`src/sv/crc32fc_pkg.sv`:
```
// ----------------------------------------------------------------------------
// crc32fc_pkg
// Shared constants and the bytewise reflected CRC-32 update for the frame
// checker.
// ----------------------------------------------------------------------------
package crc32fc_pkg;

  localparam int PAYLOAD_BYTES = 4096;
  localparam int FRAME_BYTES   = PAYLOAD_BYTES + 4;
  localparam int POS_W         = $clog2(FRAME_BYTES);

  localparam logic [31:0] CRC_POLY = 32'hEDB88320;
  localparam logic [31:0] CRC_ONES = 32'hFFFFFFFF;

  localparam logic [POS_W-1:0] POS_PAYLOAD = POS_W'(PAYLOAD_BYTES);
  localparam logic [POS_W-1:0] POS_LAST    = POS_W'(PAYLOAD_BYTES + 3);

  typedef logic [31:0] crc_t;
  typedef logic [POS_W-1:0] pos_t;

  // one byte through the reflected crc, lsb first
  function automatic crc_t crc_byte(input crc_t crc, input logic [7:0] data);
    crc_t c;
    c = crc ^ {24'd0, data};
    for (int k = 0; k < 8; k++) begin
      c = c[0] ? ((c >> 1) ^ CRC_POLY) : (c >> 1);
    end
    return c;
  endfunction

endpackage

```
`src/sv/crc32fc_crc_step.sv`:
```
// ----------------------------------------------------------------------------
// crc32fc_crc_step
// XOR network that advances the running CRC-32 register by one byte.
// ----------------------------------------------------------------------------
module crc32fc_crc_step
  import crc32fc_pkg::*;
(
  input  crc_t       crc_in,
  input  logic [7:0] data,
  output crc_t       crc_out
);

  assign crc_out = crc_byte(crc_in, data);

endmodule
```
`config.mk`:
```
export PLATFORM = sky130hd
export DESIGN_NAME = crc32fc_crc_step
export DESIGN_NICKNAME = d
export VERILOG_FILES = /design/src/sv/crc32fc_pkg.sv /design/src/sv/crc32fc_crc_step.sv
export SDC_FILE = /design/constraint.sdc
export NUM_CORES = 1
export LEC_CHECK = 0
export BUFFER_PORTS_ARGS = -buffer_cell sky130_fd_sc_hd__buf_2
export CORE_MARGIN = 2
export CORE_UTILIZATION = 25
export DETAILED_ROUTE_END_ITERATION = 10
export PLACE_DENSITY_LB_ADDON = 0.12
export SLEW_MARGIN = 20
export SYNTH_ARGS = -nofsm -noshare
export SYNTH_HDL_FRONTEND = slang
export SYNTH_SLANG_ARGS = --single-unit
export TNS_END_PERCENT = 30
```
`constraint.sdc`:
```
create_clock -name vclk -period 2
set_input_delay 0.3 -clock vclk [all_inputs]
set_output_delay 0.3 -clock vclk [all_outputs]
set_load 0.02 [all_outputs]
```
==> out/metrics.yaml <==
status: "complete, no violations"
globalplace.congestion: 0.638
diodes: 0
crit_fanout: 6
drv_slew: 0
intPower_uw: 688
fin_crit_sh_pct: 97.0
finalSetupViolations: 0
first_pass_iters: 3
syn_area_per_cell_um2: 13.8
vias: 803
drive_gt1_share_pct: 68.3
p_leak_nw: 0.880
required_ns: 1.70
ys_types: 10
swShare_pct: 50.2
start_util_pct: 25.6
seq_cell_count: 0
cp-start-kind: "input pin"
worst-endpoint-arrival_ns: 1.64
dieHeight_um: 64.8
yosysSeqAreaShare_pct: 0
ys_warn_count: 0
max_slew_margin_pct: 71.7
grt_pass1_wl_mm: 3.48
seq_power_share_pct: 0
antenna_found_initial: 0
io_buffers: 72
whs_ns: 0.887
coreArea_um2: 3610
criticalPathCategory: "input pin to primary output"
postCtsHoldBufs: 0
netSwitchingPower_uw: 692
drc: 0
combPwrFrac_pct: 100.0
dieArea_um2: 4200
nets: 209
grt_usage_pct: 10.1
antenna_left: 0
area_growth_pct: 72.9
drt_iter0_drc: 3
grt_overflow: 0
clockBufferCount: 0
clkPwrFrac_pct: 0
cp-end-kind: "primary output"
power_mw: 1.38
viasPerCell: 3.73
io_pins: 72
seq_area_um2: 0
syn_area_um2: 925
cap_viol_max_count: 0
hpwl_mm: 2.05
fmax_mhz: 516
row_count: 22
rsz0062_at_grt: "true"
peakVddDrop_mv: 0.441
power_density_nw_per_um2: 863
min_path_type: "input pin to primary output"
wl_per_cell_um: 10.3
grt_max_degree: 7
synthesis.nets: 107
drt_wl_total_mm: 2.21
syn_inst: 67
hold_viol: 0
worstMarginPinSlew_ns: 0.421
die_w_um: 64.8
first_global_vias: 812
min_period_ns: 1.94
==> kinds of logic (layout without fill, tap and decap cells) <==
group / count (synthesis) / after routing / synth area share [%]
xor gates and xnor gates: 66 / 66 / 99.6
buffers and inverters: 1 / 101 / 0.406
==> area by class of cell <==
class                           instances  area (um^2)
Inverter                                1         3.75
Tap cell                               48         60.1
Fill cell                             384         2010
Multi-Input combinational cell         66          958
Timing Repair Buffer                  100          577
==> critical path, cell delays in order <==
cell and delay [ns]:
buf_2 0.11, buf_4 0.13, xnor2_2 0.23, xnor2_2 0.14
buf_4 0.17, xnor3_1 0.39, buf_2 0.17
==> layout by cell type (no fill, tap or decap), drive strengths merged <==
cell type / synthesis / layout
buf: 0 / 100
inv: 1 / 1
xnor2: 38 / 38
xnor3: 12 / 12
xor2: 11 / 11
xor3: 5 / 5
==> power by group through the flow <==
stage          clock network (mW)  registers [mW]  logic (mW)
2_1_floorplan                   0               0       0.925
3_3_place_gp                    0               0        1.36
3_5_place_dp                    0               0        1.37
4_1_cts                         0               0        1.40
5_1_grt                         0               0        1.48
6_report                        0               0        1.38
==> Yosys cell counts <==
cell type | instances | area (um^2)
xor2_1 | 9 | 78.8
xor2_2 | 2 | 32.5
xor3_1 | 5 | 119
xnor3_2 | 1 | 23.8
xnor2_2 | 6 | 97.6
inv_1 | 1 | 3.75
xnor2_4 | 2 | 55.1
xnor3_4 | 1 | 26.3
xnor2_1 | 30 | 263
xnor3_1 | 10 | 225
==> final timing paths <==
check	from	endpoint	slack (ns)	cells past startpoint
worst max-delay path	data[2]	crc_out[26]	0.06	7
worst min-delay path	crc_in[20]	crc_out[12]	0.89	3
==> metrics by stage <==
| stage | instances | cell area (um^2) | setup WS, ns | setup TNS [ns] | util, % |
|---|---|---|---|---|---|
| floorplan | 67 | 925 | 0.0695 | 0 | - |
| global placement | 213 | 1540 | -0.0764 | -0.128 | 42.7 |
| detailed placement | 213 | 1540 | -0.0951 | -0.214 | 42.7 |
| CTS | 215 | 1580 | 0.0110 | 0 | 43.8 |
| global route | 215 | 1600 | -0.000972 | -0.000972 | 44.3 |
| finish | 215 | 1600 | 0.0603 | 0 | 44.3 |
==> per-layer routing <==
layer	vias to the layer above	wire length, um	GRT usage [%]
met1	350	893	12.6
met2	37	1170	20.0
met3	0	149	0.694
met5	-	0	0
met4	0	0	0
li1	416	-	-
==> timing repair <==
action	4_1_cts	5_1_grt
endpoints found under the hold margin	0	0
setup buffers	2	0
pin swaps	4	0
resized for setup	4	2
endpoints found under the setup margin	4	6
(Power assumes the default switching activity.)
